## config.mk

```make
export PLATFORM = sky130hd
export DESIGN_NAME = gzip_stored_block_framer
export DESIGN_NICKNAME = d
export VERILOG_FILES = /design/src/design/sgf_pkg.sv /design/src/design/sgf_ctrl.sv /design/src/design/sgf_emit.sv /design/src/design/gzip_stored_block_framer.sv
export SDC_FILE = /design/constraint.sdc
export NUM_CORES = 1
export LEC_CHECK = 0
export BUFFER_PORTS_ARGS = -buffer_cell sky130_fd_sc_hd__buf_4
export CORE_ASPECT_RATIO = 0.75
export CORE_MARGIN = 2
export CORE_UTILIZATION = 50
export CTS_CLUSTER_DIAMETER = 150
export CTS_CLUSTER_SIZE = 8
export DETAILED_ROUTE_END_ITERATION = 8
export PLACE_DENSITY_LB_ADDON = 0.15
export SYNTH_ARGS = -nofsm -noshare
export SYNTH_HDL_FRONTEND = slang
export SYNTH_SLANG_ARGS = --single-unit
```

## constraint.sdc

```tcl
create_clock -name clk -period 5.8 [get_ports clk]
set_input_delay 1.74 -clock clk [delete_from_list [all_inputs] [get_ports clk]]
set_output_delay 1.74 -clock clk [all_outputs]
set_load 0.1 [all_outputs]
```

## src/design/sgf_pkg.sv

```systemverilog
// Shared types, constants and functions for the gzip stored-block framer.
// No dependencies; every design file imports this package.
package sgf_pkg;

    // Operation codes of a request
    localparam logic [1:0] OP_START  = 2'd0;
    localparam logic [1:0] OP_DATA   = 2'd1;
    localparam logic [1:0] OP_FINISH = 2'd2;

    localparam logic [16:0] MAX_BLOCK_BYTES = 17'd65535;
    localparam logic [31:0] CRC_POLY        = 32'hEDB88320;
    localparam logic [31:0] CRC_INIT        = 32'hFFFFFFFF;

    // Positions in the output byte program: gzip header, stored header, trailer,
    // plus two one-byte runs for data pass-through and error results.
    localparam int unsigned POS_W = 5;
    typedef logic [POS_W-1:0] pos_t;

    localparam pos_t POS_GZ_FIRST  = 5'd0;
    localparam pos_t POS_GZ_LAST   = 5'd9;
    localparam pos_t POS_BLK_FIRST = 5'd10;
    localparam pos_t POS_BLK_FLAG  = 5'd10;
    localparam pos_t POS_LEN_LO    = 5'd11;
    localparam pos_t POS_LEN_HI    = 5'd12;
    localparam pos_t POS_NLEN_LO   = 5'd13;
    localparam pos_t POS_BLK_LAST  = 5'd14;
    localparam pos_t POS_TRL_FIRST = 5'd15;
    localparam pos_t POS_CRC_LAST  = 5'd18;
    localparam pos_t POS_SIZE_FIRST = 5'd19;
    localparam pos_t POS_TRL_LAST  = 5'd22;
    localparam pos_t POS_DATA      = 5'd23;
    localparam pos_t POS_ERR       = 5'd24;

    localparam logic [7:0] GZ_HEADER [10] = '{
        8'h1f, 8'h8b, 8'h08, 8'h00, 8'h00, 8'h00, 8'h00, 8'h00, 8'h00, 8'h03
    };

    typedef struct packed {
        logic [1:0]  operation;
        logic [7:0]  data_byte;
        logic [15:0] block_length;
        logic        final_block;
    } req_t;

    typedef struct packed {
        logic [7:0] out_byte;
        logic       last_of_run;
        logic       sequence_error;
    } res_t;

    // Everything needed to replay the result bytes of one request
    typedef struct packed {
        pos_t        first_pos;
        pos_t        last_pos;
        logic [7:0]  data_byte;
        logic [15:0] block_length;
        logic        final_block;
        logic [31:0] crc_out;
        logic [31:0] total;
    } run_t;

    // Reflected CRC-32, one byte
    function automatic logic [31:0] crc32_byte(input logic [31:0] crc, input logic [7:0] b);
        logic [31:0] c;
        c = crc ^ {24'd0, b};
        for (int i = 0; i < 8; i++) begin
            c = (c >> 1) ^ (CRC_POLY & {32{c[0]}});
        end
        return c;
    endfunction

endpackage

```

## src/design/sgf_ctrl.sv

```systemverilog
// Stream state (CRC, size, block bookkeeping) and per-request run decoding.
// Depends on sgf_pkg.
module sgf_ctrl
    import sgf_pkg::*;
(
    input  logic clk,
    input  logic rst_n,
    input  logic accept,
    input  req_t req,
    output run_t run
);

    logic [31:0] crc_reg, crc_next;
    logic [31:0] total_reg, total_next;
    logic        header_sent_reg, header_sent_next;
    logic [15:0] remaining_reg, remaining_next;
    logic        final_seen_reg, final_seen_next;

    always_comb
    begin
        crc_next         = crc_reg;
        total_next       = total_reg;
        header_sent_next = header_sent_reg;
        remaining_next   = remaining_reg;
        final_seen_next  = final_seen_reg;

        run.first_pos    = POS_ERR;
        run.last_pos     = POS_ERR;
        run.data_byte    = req.data_byte;
        run.block_length = req.block_length;
        run.final_block  = req.final_block;
        run.crc_out      = ~crc_reg;
        run.total        = total_reg;

        case (req.operation)
            OP_START:
            begin
                if (remaining_reg == 16'd0 && !final_seen_reg
                    && {1'b0, req.block_length} <= MAX_BLOCK_BYTES)
                begin
                    run.first_pos    = header_sent_reg ? POS_BLK_FIRST : POS_GZ_FIRST;
                    run.last_pos     = POS_BLK_LAST;
                    header_sent_next = 1'b1;
                    remaining_next   = req.block_length;
                    final_seen_next  = req.final_block;
                end
            end
            OP_DATA:
            begin
                if (remaining_reg != 16'd0)
                begin
                    run.first_pos  = POS_DATA;
                    run.last_pos   = POS_DATA;
                    crc_next       = crc32_byte(crc_reg, req.data_byte);
                    total_next     = total_reg + 32'd1;
                    remaining_next = remaining_reg - 16'd1;
                end
            end
            OP_FINISH:
            begin
                if (remaining_reg == 16'd0 && !(header_sent_reg && !final_seen_reg))
                begin
                    // no block opened yet: header plus empty final block first
                    run.first_pos    = header_sent_reg ? POS_TRL_FIRST : POS_GZ_FIRST;
                    run.last_pos     = POS_TRL_LAST;
                    run.block_length = 16'd0;
                    run.final_block  = 1'b1;
                    crc_next         = CRC_INIT;
                    total_next       = 32'd0;
                    header_sent_next = 1'b0;
                    remaining_next   = 16'd0;
                    final_seen_next  = 1'b0;
                end
            end
            default:
            begin
                run.first_pos = POS_ERR;
                run.last_pos  = POS_ERR;
            end
        endcase
    end

    always_ff @(posedge clk or negedge rst_n)
    begin
        if (!rst_n)
        begin
            crc_reg         <= CRC_INIT;
            total_reg       <= 32'd0;
            header_sent_reg <= 1'b0;
            remaining_reg   <= 16'd0;
            final_seen_reg  <= 1'b0;
        end
        else if (accept)
        begin
            crc_reg         <= crc_next;
            total_reg       <= total_next;
            header_sent_reg <= header_sent_next;
            remaining_reg   <= remaining_next;
            final_seen_reg  <= final_seen_next;
        end
    end

endmodule

```

## src/design/sgf_emit.sv

```systemverilog
// Pending-run skid register, active run and byte sequencer for results.
// Depends on sgf_pkg.
module sgf_emit
    import sgf_pkg::*;
(
    input  logic clk,
    input  logic rst_n,
    input  logic accept,
    input  run_t run_in,
    output logic in_ready,
    output logic result_valid,
    input  logic result_ready,
    output res_t result
);

    logic pend_valid_reg;
    run_t pend_reg;
    logic run_valid_reg;
    run_t run_reg;
    pos_t pos_reg;

    logic run_done;
    logic run_free;
    logic take;
    logic [1:0] byte_sel;

    assign run_done = run_valid_reg && result_ready && (pos_reg == run_reg.last_pos);
    assign run_free = !run_valid_reg || run_done;
    assign take     = pend_valid_reg && run_free;
    assign in_ready = !pend_valid_reg || run_free;

    // byte lane within the CRC or size word, least significant first
    assign byte_sel = pos_reg[1:0] + 2'd1;

    always_ff @(posedge clk or negedge rst_n)
    begin
        if (!rst_n)
        begin
            pend_valid_reg <= 1'b0;
            run_valid_reg  <= 1'b0;
            pos_reg        <= POS_GZ_FIRST;
        end
        else
        begin
            if (accept)
                pend_valid_reg <= 1'b1;
            else if (take)
                pend_valid_reg <= 1'b0;

            if (take)
            begin
                run_valid_reg <= 1'b1;
                pos_reg       <= pend_reg.first_pos;
            end
            else if (run_done)
                run_valid_reg <= 1'b0;
            else if (run_valid_reg && result_ready)
                pos_reg <= pos_reg + pos_t'(1);
        end
    end

    always_ff @(posedge clk)
    begin
        if (accept)
            pend_reg <= run_in;
        if (take)
            run_reg <= pend_reg;
    end

    always_comb
    begin
        result_valid          = run_valid_reg;
        result.last_of_run    = (pos_reg == run_reg.last_pos);
        result.sequence_error = (pos_reg == POS_ERR);
        case (pos_reg) inside
            [POS_GZ_FIRST:POS_GZ_LAST]:  result.out_byte = GZ_HEADER[pos_reg[3:0]];
            POS_BLK_FLAG:                result.out_byte = {7'd0, run_reg.final_block};
            POS_LEN_LO:                  result.out_byte = run_reg.block_length[7:0];
            POS_LEN_HI:                  result.out_byte = run_reg.block_length[15:8];
            POS_NLEN_LO:                 result.out_byte = ~run_reg.block_length[7:0];
            POS_BLK_LAST:                result.out_byte = ~run_reg.block_length[15:8];
            [POS_TRL_FIRST:POS_CRC_LAST]:
                result.out_byte = run_reg.crc_out[{byte_sel, 3'b000} +: 8];
            [POS_SIZE_FIRST:POS_TRL_LAST]:
                result.out_byte = run_reg.total[{byte_sel, 3'b000} +: 8];
            POS_DATA:                    result.out_byte = run_reg.data_byte;
            default:                     result.out_byte = 8'd0;
        endcase
    end

endmodule

```

## src/design/gzip_stored_block_framer.sv

```systemverilog
// Top level of the gzip stored-block framer: request port, state, result port.
// Depends on sgf_pkg, sgf_ctrl and sgf_emit.
//
// Usage:
//   request channel (request_valid/request_ready/request) takes start-block,
//   data-byte and finish requests; result channel (result_valid/result_ready/
//   result) returns the gzip byte stream one byte per transfer, with
//   last_of_run on the final byte of each request and sequence_error on the
//   single result of a misordered request.
//   The first byte of a request goes through the skid register, then the
//   run register, from which it is presented. A request yields 1 to 23
//   result bytes, one per cycle while result_ready is high. Throughput:
//   data-byte requests stream at one per cycle while result_ready is high;
//   a multi-byte request holds the result port until all its bytes are taken.
//   The CRC update and state change are done in the accept cycle, so the
//   next request is never held up by the CRC.
//   Stall: one decoded request waits in a skid register while the result
//   port is stalled; request_ready drops only when that register is full and
//   the current run cannot finish this cycle.
//   Reset: CRC all ones, size zero, no header sent, no block open; the skid
//   and run registers empty.
module gzip_stored_block_framer
    import sgf_pkg::*;
(
    input  logic clk,
    input  logic rst_n,
    input  logic request_valid,
    output logic request_ready,
    input  req_t request,
    output logic result_valid,
    input  logic result_ready,
    output res_t result
);

    logic accept;
    run_t run;

    assign accept = request_valid && request_ready;

    sgf_ctrl u_ctrl (
        .clk    (clk),
        .rst_n  (rst_n),
        .accept (accept),
        .req    (request),
        .run    (run)
    );

    sgf_emit u_emit (
        .clk          (clk),
        .rst_n        (rst_n),
        .accept       (accept),
        .run_in       (run),
        .in_ready     (request_ready),
        .result_valid (result_valid),
        .result_ready (result_ready),
        .result       (result)
    );

    // error results are single zero bytes
    a_err_single: assert property (@(posedge clk) disable iff (!rst_n)
        result_valid && result.sequence_error |-> result.last_of_run
                                                 && result.out_byte == 8'd0)
        else $error("error result not a single zero byte");

    // back-pressure only while a run is in flight
    a_ready_busy: assert property (@(posedge clk) disable iff (!rst_n)
        !request_ready |-> result_valid)
        else $error("request_ready low with idle result port");

    // a run that ends with result taken and nothing queued leaves port idle
    a_idle_after: assert property (@(posedge clk) disable iff (!rst_n)
        result_valid && result_ready && result.last_of_run && request_ready
        && !request_valid && $past(request_ready) && $past(!request_valid)
        && $past(result_valid) && $past(result.last_of_run) && $past(result_ready)
        |=> !result_valid)
        else $error("result appeared without a request");

endmodule
```

==> impl_metrics.env, run 1 <==
export IMPL_status="finished clean"
export IMPL_synth_edf_count=190
export IMPL_max_stage_delay_ps=800
export IMPL_dieArea_um2=26290
export IMPL_cts_root_buf="clkbuf_16"
export IMPL_viasPerCell=5.758
export IMPL_ys_ff_latch=279
export IMPL_postCtsSetupBuffers=0
export IMPL_seq_area_frac_synth_pct=63.80
export IMPL_cts_sinks=279
export IMPL_grt_overflow_total=0
export IMPL_largest_reg_flops=97
export IMPL_fp_dieW_um=186.5
export IMPL_firstDrtPassIters=5
export IMPL_fin_nets=1071
export IMPL_crit_chain="inv_1 -> ha_1 -> mux4_2 -> a211oi_1 -> o21ai_0 -> a2bb2oi_2 -> buf_4"
export IMPL_start_util_pct=50.44
export IMPL_pin_count=43
export IMPL_drt_total_wl_mm=28.84
export IMPL_required_ps=4060
export IMPL_power_per_cell_area_nw_per_um2=521.4
export IMPL_rows=50
export IMPL_drt_initial_drc_count=800
export IMPL_timing_fmax_mhz=184.7
export IMPL_critical_path_class="flip-flop to output port"
export IMPL_grt_usage_pct=22.36
export IMPL_reg2regPathDepth=7
export IMPL_drc=0
export IMPL_cts_resized=0
export IMPL_rsz0062_at_grt="no"
export IMPL_met3_length_mm=2.077
export IMPL_fillers=2077
export IMPL_synth_commonest_cells="edfxtp_1, o21ai_0, xnor2_1, dfrtp_1, inv_1"
export IMPL_rr_endpoint="u_ctrl.total_reg[6]"
export IMPL_synth_area_top_cells="edfxtp_1, dfrtp_1, dfstp_2"
export IMPL_vias=8033
export IMPL_synth_cell_types=60
export IMPL_numPortBuffers=42
export IMPL_tightest_slew_ps=1109
export IMPL_syn_nets=1025
export IMPL_fin_worst_skew_ps=12.48
export IMPL_post_route_period_util_pct=93.33
export IMPL_path_clk_slew_ps=50
export IMPL_vdd_drop_max_mv=0.4976
export IMPL_ys_warnings_count=0
export IMPL_synthesis_area_um2=12500
export IMPL_crit_path_end_kind="output port"
export IMPL_finalHoldViolCount=0
export IMPL_ctsHoldBuffers=0
export IMPL_tritoncts="yes"
export IMPL_grt_start_max_net_pins=54
export IMPL_top_layer="met4"
export IMPL_post_route_min_period_ps=5413
export IMPL_ys_flop_type="edfxtp_1"
export IMPL_startpoint="u_emit.pos_reg[0]"
export IMPL_clk_latency_ps=510
export IMPL_grt_pass1_wl_mm=45.37
export IMPL_slowest_stage="ha_1"
export IMPL_slew_headroom_pct=25.91
export IMPL_slew_viol_final=0
export IMPL_clockBufferDepth=3
export IMPL_syn_to_final_growth_pct=14.74
export IMPL_hold_slack_ps=412.5
export IMPL_setup_viol_count_final=0
export IMPL_synthDominantCellAreaShare_pct=45.66
export IMPL_hpwl_mm=19.62
export IMPL_drv_cap=0
export IMPL_cts_made_buffers=40
export IMPL_yosysMostFrequentCell="edfxtp_1"
export IMPL_worstPathArrival_ps=3670
export IMPL_post_place_cells=1323
export IMPL_tns_ps=0
export IMPL_worstSetupStartpointType="flip-flop"
export IMPL_yosysTopAreaCell="edfxtp_1"
export IMPL_core_area_um2=24770
export IMPL_cts_htree_levels=2
export IMPL_drive_gt1_share_pct=15.63
export IMPL_fp_dieH_um=140.9
export IMPL_timing_rr_start="u_ctrl.remaining_reg[2]"
export IMPL_hp_class="flip-flop to flip-flop"
export IMPL_synthCells=981
export IMPL_wl_met1_mm=13.93
export IMPL_p_leak_nw=5.201
export IMPL_cp_max_fo=17
export IMPL_place_congestion=0.8858
export IMPL_final_cells=1395
export IMPL_antenna_found_initial=1
export IMPL_synth_area_per_cell_um2=12.74
export IMPL_ant_nets=0
export IMPL_crit_end="result[3]"
export IMPL_synthArstFlopShare_pct=31.90
export IMPL_wl_per_cell_um=20.68
export IMPL_ff2ff_setup_slack_ps=1990
export IMPL_met2WireLength_mm=12.48
export IMPL_first_global_vias=7708
layout make-up:
| cell class | count | area, um^2 | share of cell area [%] |
|---|---|---|---|
| Clock buffer | 69 | 1110 | 7.741 |
| Antenna cell | 1 | 2.502 | 0.01745 |
| Clock inverter | 2 | 25.02 | 0.1745 |
| Sequential cell | 279 | 7973 | 55.61 |
| Tap cell | 338 | 422.9 | 2.950 |
| Inverter | 50 | 191.4 | 1.335 |
| Timing Repair Buffer | 57 | 440.4 | 3.072 |
| Multi-Input combinational cell | 599 | 4173 | 29.10 |
where the power goes:
part           internal (mW)  switching, mW  leakage, nW
Combinational           1.01           1.66         1.84
Clock                   1.29          0.806        0.539
Sequential              2.49          0.221         2.82
logic make-up (layout without fill, tap and decap cells):
logic type / Yosys count / after routing / share of synthesized area, %
other: 0 / 1 / 0
muxes: 24 / 24 / 3.555
buffers and inverters: 103 / 178 / 3.234
AOI/OAI and AO/OA: 244 / 244 / 11.95
xor gates and xnor gates: 85 / 85 / 5.958
adders and majority gates: 13 / 13 / 1.302
and+or+nand+nor: 233 / 233 / 10.20
DFF: 279 / 279 / 63.80
cell usage in the layout, fill, tap and decap left out, types with 8 or more instances in the layout:
cell type	n
a2111oi_0	8
a211oi_1	10
a21oi_1	46
a22oi_1	11
and2_1	25
and3_1	12
and4_1	8
buf_4	56
clkbuf_1	29
clkbuf_16	40
dfrtp_1	57
dfstp_2	32
edfxtp_1	190
ha_1	13
inv_1	47
mux4_2	16
nand2_1	43
nand2b_1	8
nand3_1	23
nand4_1	9
nor2_1	46
o21ai_0	103
o31ai_1	18
or4_1	15
xnor2_1	72
xor2_1	13
how the worst min path moves through the flow:
stage	startpoint	to	slack, ps	cells after the start
after floorplan	u_emit.pend_reg[0]	u_emit.run_reg[0]	400	0
after global placement	u_emit.pend_reg[38]	u_emit.run_reg[38]	400	0
after detailed placement	u_emit.pend_reg[15]	u_emit.run_reg[15]	400	0
after CTS	u_emit.pend_reg[22]	u_emit.run_reg[22]	410	0
after global routing	u_emit.pend_reg[89]	u_emit.run_reg[89]	420	0
final	u_emit.pend_reg[22]	u_emit.run_reg[22]	410	0
metal layers:
metal | vias to the layer above | track usage, %
met5 | - | 0
met4 | 0 | 4.762
met3 | 34 | 5.128
met2 | 258 | 32.72
met1 | 3984 | 34.25
li1 | 3757 | -
critical path: cells and delay by family (launching register included):
family,cells,cell delay (ps)
buf+inv,2,380
mux,1,420
compound gates,3,850
flops,1,720
fa+ha+maj,1,800
stage by stage:
stage	worst slack, ps	utilization [%]	cell area (um^2)	total power [mW]
floorplan	141.9	-	12520	4.757
global placement	1075	53.28	13200	5.356
detailed placement	949.7	53.28	13200	5.395
CTS	434.4	57.86	14340	7.504
global route	187.1	57.86	14340	7.874
finish	386.9	57.87	14340	7.476
No activity file was read; power rests on OpenSTA's default activity.
==> inputs of run 2 (changes only) <==
--- a/config.mk
+++ b/config.mk
@@ -6,6 +6,8 @@
 export NUM_CORES = 1
 export LEC_CHECK = 0
 export BUFFER_PORTS_ARGS = -buffer_cell sky130_fd_sc_hd__buf_4
+export CELL_PAD_IN_SITES_DETAIL_PLACEMENT = 0
+export CELL_PAD_IN_SITES_GLOBAL_PLACEMENT = 1
 export CORE_ASPECT_RATIO = 0.75
 export CORE_MARGIN = 2
 export CORE_UTILIZATION = 50
==> run 2 against run 1 <==
Highest routed layer is now met5. Sequential power hardly changed. Clock power hardly changed. Largest cell class unchanged. Flip-flop and latch count unchanged. Worst setup slack improved by 200 ps.
==> impl_metrics.env, run 2 (synthesis gave the netlist of run 1 again) <==
export IMPL_cts_htree_levels=2
export IMPL_start_util_pct=50.44
export IMPL_crit_buf_inv=2
export IMPL_core_area_um2=24770
export IMPL_tritoncts="yes"
export IMPL_tightest_slew_ps=1142
export IMPL_post_route_min_period_ps=5209
export IMPL_postCtsSetupBuffers=0
export IMPL_hpwl_mm=19.81
export IMPL_critical_path_class="flip-flop to output port"
export IMPL_mostFrequentLayoutCells="edfxtp_1, o21ai_0, xnor2_1"
export IMPL_mostFrequentLayoutCell="edfxtp_1"
export IMPL_hp_start="u_emit.pend_reg[89]"
export IMPL_swShare_pct=35.92
export IMPL_largest_reg_flops=97
export IMPL_cts_sinks=279
export IMPL_ant_nets=0
export IMPL_power_total_mw=7.486
export IMPL_grt_start_max_net_pins=55
export IMPL_worstSetupStartpointType="flip-flop"
export IMPL_place_congestion=0.8700
export IMPL_rsz0062_at_grt="no"
export IMPL_drv_cap=0
export IMPL_place_area_um2=13210
export IMPL_crit_path_end_kind="output port"
export IMPL_first_global_vias=7588
export IMPL_drive_gt1_share_pct=15.88
export IMPL_timing_fmax_mhz=192.0
export IMPL_power_per_cell_area_nw_per_um2=522.0
export IMPL_p_switching_mw=2.689
export IMPL_ctsHoldBuffers=0
export IMPL_fillers=2072
export IMPL_numPortBuffers=42
export IMPL_fin_worst_skew_ps=15.89
export IMPL_final_util_pct=57.89
export IMPL_cp_max_fo=17
export IMPL_fp_dieW_um=186.5
export IMPL_slew_headroom_pct=23.82
export IMPL_p_comb_share_pct=36.0
export IMPL_drt_initial_drc_count=780
export IMPL_post_route_period_util_pct=89.81
export IMPL_vias=8007
export IMPL_vdd_drop_max_mv=0.5725
export IMPL_status="finished clean"
export IMPL_finalInstanceArea_um2=14340
export IMPL_crit_chain="inv_1 -> ha_1 -> mux4_2 -> mux2i_1 -> o21ai_0 -> o21ai_0 -> a31oi_2 -> buf_4"
export IMPL_grt_overflow_total=0
export IMPL_cts_made_buffers=40
export IMPL_grtUsageMet1_pct=36.67
export IMPL_grt_pass1_wl_mm=45.91
export IMPL_crit_family="adder cells"
export IMPL_rows=50
export IMPL_power_frac_clock_pct=28.1
export IMPL_hp_class="flip-flop to flip-flop"
export IMPL_clockBufferDepth=3
export IMPL_viasPerCell=5.736
export IMPL_p_seq_share_pct=36.0
export IMPL_setup_viol_count_final=0
export IMPL_firstDrtPassIters=5
export IMPL_slew_viol_final=0
export IMPL_max_stage_delay_ps=790
export IMPL_worstPathArrival_ps=3470
export IMPL_drt_total_wl_mm=29.32
export IMPL_antenna_cells=0
export IMPL_p_leak_nw=5.201
export IMPL_fin_nets=1073
export IMPL_path_common_cell="o21ai_0"
export IMPL_grtUsageMet2_pct=32.36
export IMPL_gr_usage_met3_pct=3.709
export IMPL_finalHoldViolCount=0
export IMPL_top_usage_layer="met1"
export IMPL_startpoint="u_emit.pos_reg[1]"
export IMPL_timing_rr_start="u_emit.pos_reg[0]"
export IMPL_fp_dieH_um=140.9
export IMPL_tns_ps=0
export IMPL_clk_latency_ps=510
export IMPL_internal_power_mw=4.797
export IMPL_cts_root_buf="clkbuf_16"
export IMPL_dieArea_um2=26290
export IMPL_pin_count=43
export IMPL_path_clk_slew_ps=50
export IMPL_syn_to_final_growth_pct=14.77
export IMPL_drc=0
export IMPL_antenna_found_initial=1
export IMPL_cts_resized=0
export IMPL_hold_slack_ps=408.8
export IMPL_grt_usage_pct=22.83
export IMPL_required_ps=4060
export IMPL_slowest_stage="ha_1"
export IMPL_wl_per_cell_um=21.00
## run 2: cell count changes in the layout (fill, tap and decap cells not counted), sizes merged
| cell | change |
|---|---|
| buf | +2 |
| diode | -1 |
## run 2: area by class of cell
| class | instances | area (um^2) | share of cell area (%) |
|---|---|---|---|
| clock buffers | 69 | 1110 | 7.739 |
| clock inverters | 2 | 25.02 | 0.1745 |
| inverters | 50 | 191.4 | 1.335 |
| multi-input cells | 599 | 4177 | 29.12 |
| flip-flops and latches | 279 | 7973 | 55.59 |
| well taps | 338 | 422.9 | 2.949 |
| repair buffers | 59 | 442.9 | 3.088 |
## run 2: routing by layer
layer	vias to the layer above	part of all wire, %
li1	3768	-
met2	206	43
met5	-	0.065
met4	2	1.6
met3	41	4.6
met1	3990	51
## run 2: power by group through the flow
| stage | registers (mW) | clock network [mW] | logic [mW] |
|---|---|---|---|
| global placement | 2.71 | 0 | 2.67 |
| global route | 2.72 | 2.23 | 2.92 |
| CTS | 2.69 | 2.14 | 2.69 |
| finish | 2.69 | 2.10 | 2.69 |
| floorplan | 2.63 | 0 | 2.12 |
| detailed placement | 2.72 | 0 | 2.68 |
## run 2: worst paths after layout
check                                           end  slack [ps]  cells after the start
hold / removal                   u_emit.run_reg[89]         410                      0
max in group asynchronous        u_ctrl.crc_reg[24]        3460                      2
hold reg to reg                  u_emit.run_reg[89]         410                      0
setup / recovery                          result[8]         590                      8
setup reg to reg                 u_emit.run_reg[29]        2130                      7
min in group asynchronous  u_ctrl.remaining_reg[11]        1300                      1
## run 2: stage by stage
| step | cells | worst slack [ps] |
|---|---|---|
| 2_1_floorplan | 981 | 141.9 |
| 3_3_place_gp | 1325 | 1218 |
| 3_5_place_dp | 1325 | 1143 |
| 4_1_cts | 1396 | 587.8 |
| 5_1_grt | 1396 | 353.5 |
| 6_report | 1396 | 590.9 |
==> inputs of run 3 (changes only) <==
--- a/config.mk
+++ b/config.mk
@@ -8,7 +8,7 @@
 export BUFFER_PORTS_ARGS = -buffer_cell sky130_fd_sc_hd__buf_4
 export CELL_PAD_IN_SITES_DETAIL_PLACEMENT = 0
 export CELL_PAD_IN_SITES_GLOBAL_PLACEMENT = 1
-export CORE_ASPECT_RATIO = 0.75
+export CORE_ASPECT_RATIO = 1.5
 export CORE_MARGIN = 2
 export CORE_UTILIZATION = 50
 export CTS_CLUSTER_DIAMETER = 150
==> run 3 against run 2 <==
Register-to-register slack better by 200 ps. Critical path type unchanged. Worst setup slack better by 44 ps. Clock skew up 1.9 ps. Power down 0.79%. Clock power up 2%. Flip-flop and latch count unchanged. Routed wire length up 1.1%. Final area about the same. Largest cell class unchanged.
==> impl_metrics.env, run 3 (synthesis gave the netlist of run 1 again) <==
export IMPL_hpwl_mm=20.42
export IMPL_fp_dieH_um=197.6
export IMPL_tns_ps=0
export IMPL_status="finished clean"
export IMPL_mostFrequentLayoutCells="edfxtp_1, o21ai_0, xnor2_1"
export IMPL_first_global_vias=7946
export IMPL_cp_max_fo=10
export IMPL_fp_dieW_um=133.1
export IMPL_crit_buf_inv=1
export IMPL_post_place_cells=1309
export IMPL_antenna_cells=0
export IMPL_drt_initial_drc_count=660
export IMPL_top_layer="met4"
export IMPL_pin_count=43
export IMPL_finalHoldViolCount=0
export IMPL_post_route_min_period_ps=5165
export IMPL_slowest_stage="dfrtp_1"
export IMPL_ctsHoldBuffers=0
export IMPL_start_util_pct=51.14
export IMPL_ant_nets=0
export IMPL_setup_viol_count_final=0
export IMPL_post_route_period_util_pct=89.06
export IMPL_wl_met1_mm=11.88
export IMPL_timing_rr_start="u_emit.pos_reg[2]"
export IMPL_power_per_cell_area_nw_per_um2=518.2
export IMPL_cts_made_buffers=40
export IMPL_crit_end="result[4]"
export IMPL_reg2regPathDepth=6
export IMPL_required_ps=4060
export IMPL_drv_cap=0
export IMPL_clockBufferDepth=3
export IMPL_wl_per_cell_um=21.44
export IMPL_grt_start_max_net_pins=69
export IMPL_mostFrequentLayoutCell="edfxtp_1"
export IMPL_crit_family="compound AO/OA/AOI/OAI gates"
export IMPL_drive_gt1_share_pct=15.77
export IMPL_pre_cts_slack_ps=1177
export IMPL_cts_htree_levels=2
export IMPL_dieArea_um2=26300
export IMPL_place_congestion=0.8206
export IMPL_p_leak_nw=5.202
export IMPL_cts_root_buf="clkbuf_16"
export IMPL_viasPerCell=5.675
export IMPL_met3_length_mm=1.068
export IMPL_postCtsSetupBuffers=0
export IMPL_tritoncts="yes"
export IMPL_grt_pass1_wl_mm=46.85
export IMPL_crit_path_end_kind="output port"
export IMPL_vdd_drop_max_mv=0.5232
export IMPL_firstDrtPassIters=5
export IMPL_clk_latency_ps=520
export IMPL_worstSetupPathDepth=10
export IMPL_critical_path_class="flip-flop to output port"
export IMPL_vias=7848
export IMPL_rsz0062_at_grt="no"
export IMPL_rows=70
export IMPL_rr_endpoint="u_emit.run_reg[20]"
export IMPL_drc=0
export IMPL_fillers=1962
export IMPL_largest_reg_flops=97
export IMPL_cts_resized=0
export IMPL_syn_to_final_growth_pct=14.71
export IMPL_path_clk_slew_ps=60
export IMPL_met2WireLength_mm=15.24
export IMPL_fin_worst_skew_ps=17.81
export IMPL_fin_nets=1071
export IMPL_numPortBuffers=42
export IMPL_timing_fmax_mhz=193.6
export IMPL_slew_viol_final=0
export IMPL_worst_slack_ps=634.7
export IMPL_worstPathArrival_ps=3430
export IMPL_final_cells=1383
export IMPL_slew_headroom_pct=31.33
export IMPL_max_stage_delay_ps=500
export IMPL_ff2ff_setup_slack_ps=2330
export IMPL_crit_chain="ha_1 -> and3_1 -> ha_1 -> a41oi_1 -> o32a_1 -> nor2_1 -> a2111oi_0 -> a21oi_1 -> o21ai_1 -> buf_4"
export IMPL_hp_class="flip-flop to flip-flop"
export IMPL_grt_usage_pct=23.46
export IMPL_cts_sinks=279
export IMPL_path_common_cell="ha_1"
export IMPL_startpoint="u_emit.pos_reg[0]"
export IMPL_core_area_um2=24440
export IMPL_worstSetupStartpointType="flip-flop"
export IMPL_tightest_slew_ps=1023
export IMPL_drt_total_wl_mm=29.65
export IMPL_grt_overflow_total=0
export IMPL_antenna_found_initial=0
run 3: cell types whose count changed in the layout (fill, tap and decap cells not counted), sizes merged:
| cell | delta |
|---|---|
| buf | -2 |
| clkinv | -1 |
| inv | +1 |
| clkbuf | +3 |
run 3: worst min path at each step:
stage	end	cells past startpoint	start	slack, ps
2_1_floorplan	u_emit.run_reg[0]	0	u_emit.pend_reg[0]	400
3_3_place_gp	u_emit.run_reg[79]	0	u_emit.pend_reg[79]	400
3_5_place_dp	u_emit.run_reg[14]	0	u_emit.pend_reg[14]	400
4_1_cts	u_emit.run_reg[63]	0	u_emit.pend_reg[63]	410
5_1_grt	u_emit.run_reg[79]	0	u_emit.pend_reg[79]	420
6_report	u_emit.run_reg[21]	0	u_emit.pend_reg[21]	410
run 3: metrics by stage:
stage	total power [mW]	cell area (um^2)	util, %	hold slack [ps]
2_1_floorplan	4.757	12520	-	400.3
3_3_place_gp	5.292	13170	53.91	401.4
3_5_place_dp	5.318	13170	53.91	404.5
4_1_cts	7.492	14330	58.66	408.5
5_1_grt	7.817	14330	58.66	418.6
6_report	7.427	14330	58.66	408.1
run 3: final cells by class:
| cell class | instances | area (um^2) | area share, % |
|---|---|---|---|
| repair buffers | 57 | 427.9 | 2.985 |
| flip-flops and latches | 279 | 7973 | 55.62 |
| clock buffers | 72 | 1142 | 7.970 |
| well taps | 324 | 405.4 | 2.828 |
| inverters | 50 | 191.4 | 1.336 |
| clock inverters | 2 | 17.52 | 0.1222 |
| multi-input cells | 599 | 4177 | 29.14 |
run 3: power breakdown:
part	total (mW)	switching [mW]	internal (mW)
logic	2.58	1.58	1.01
clock network	2.14	0.824	1.32
registers	2.70	0.210	2.49
run 3: layer usage:
| layer | global-route usage [%] | vias to the layer above |
|---|---|---|
| li1 | - | 3750 |
| met1 | 28.66 | 3852 |
| met2 | 40.18 | 184 |
| met3 | 4.003 | 62 |
| met4 | 11.91 | 0 |
| met5 | 0 | - |
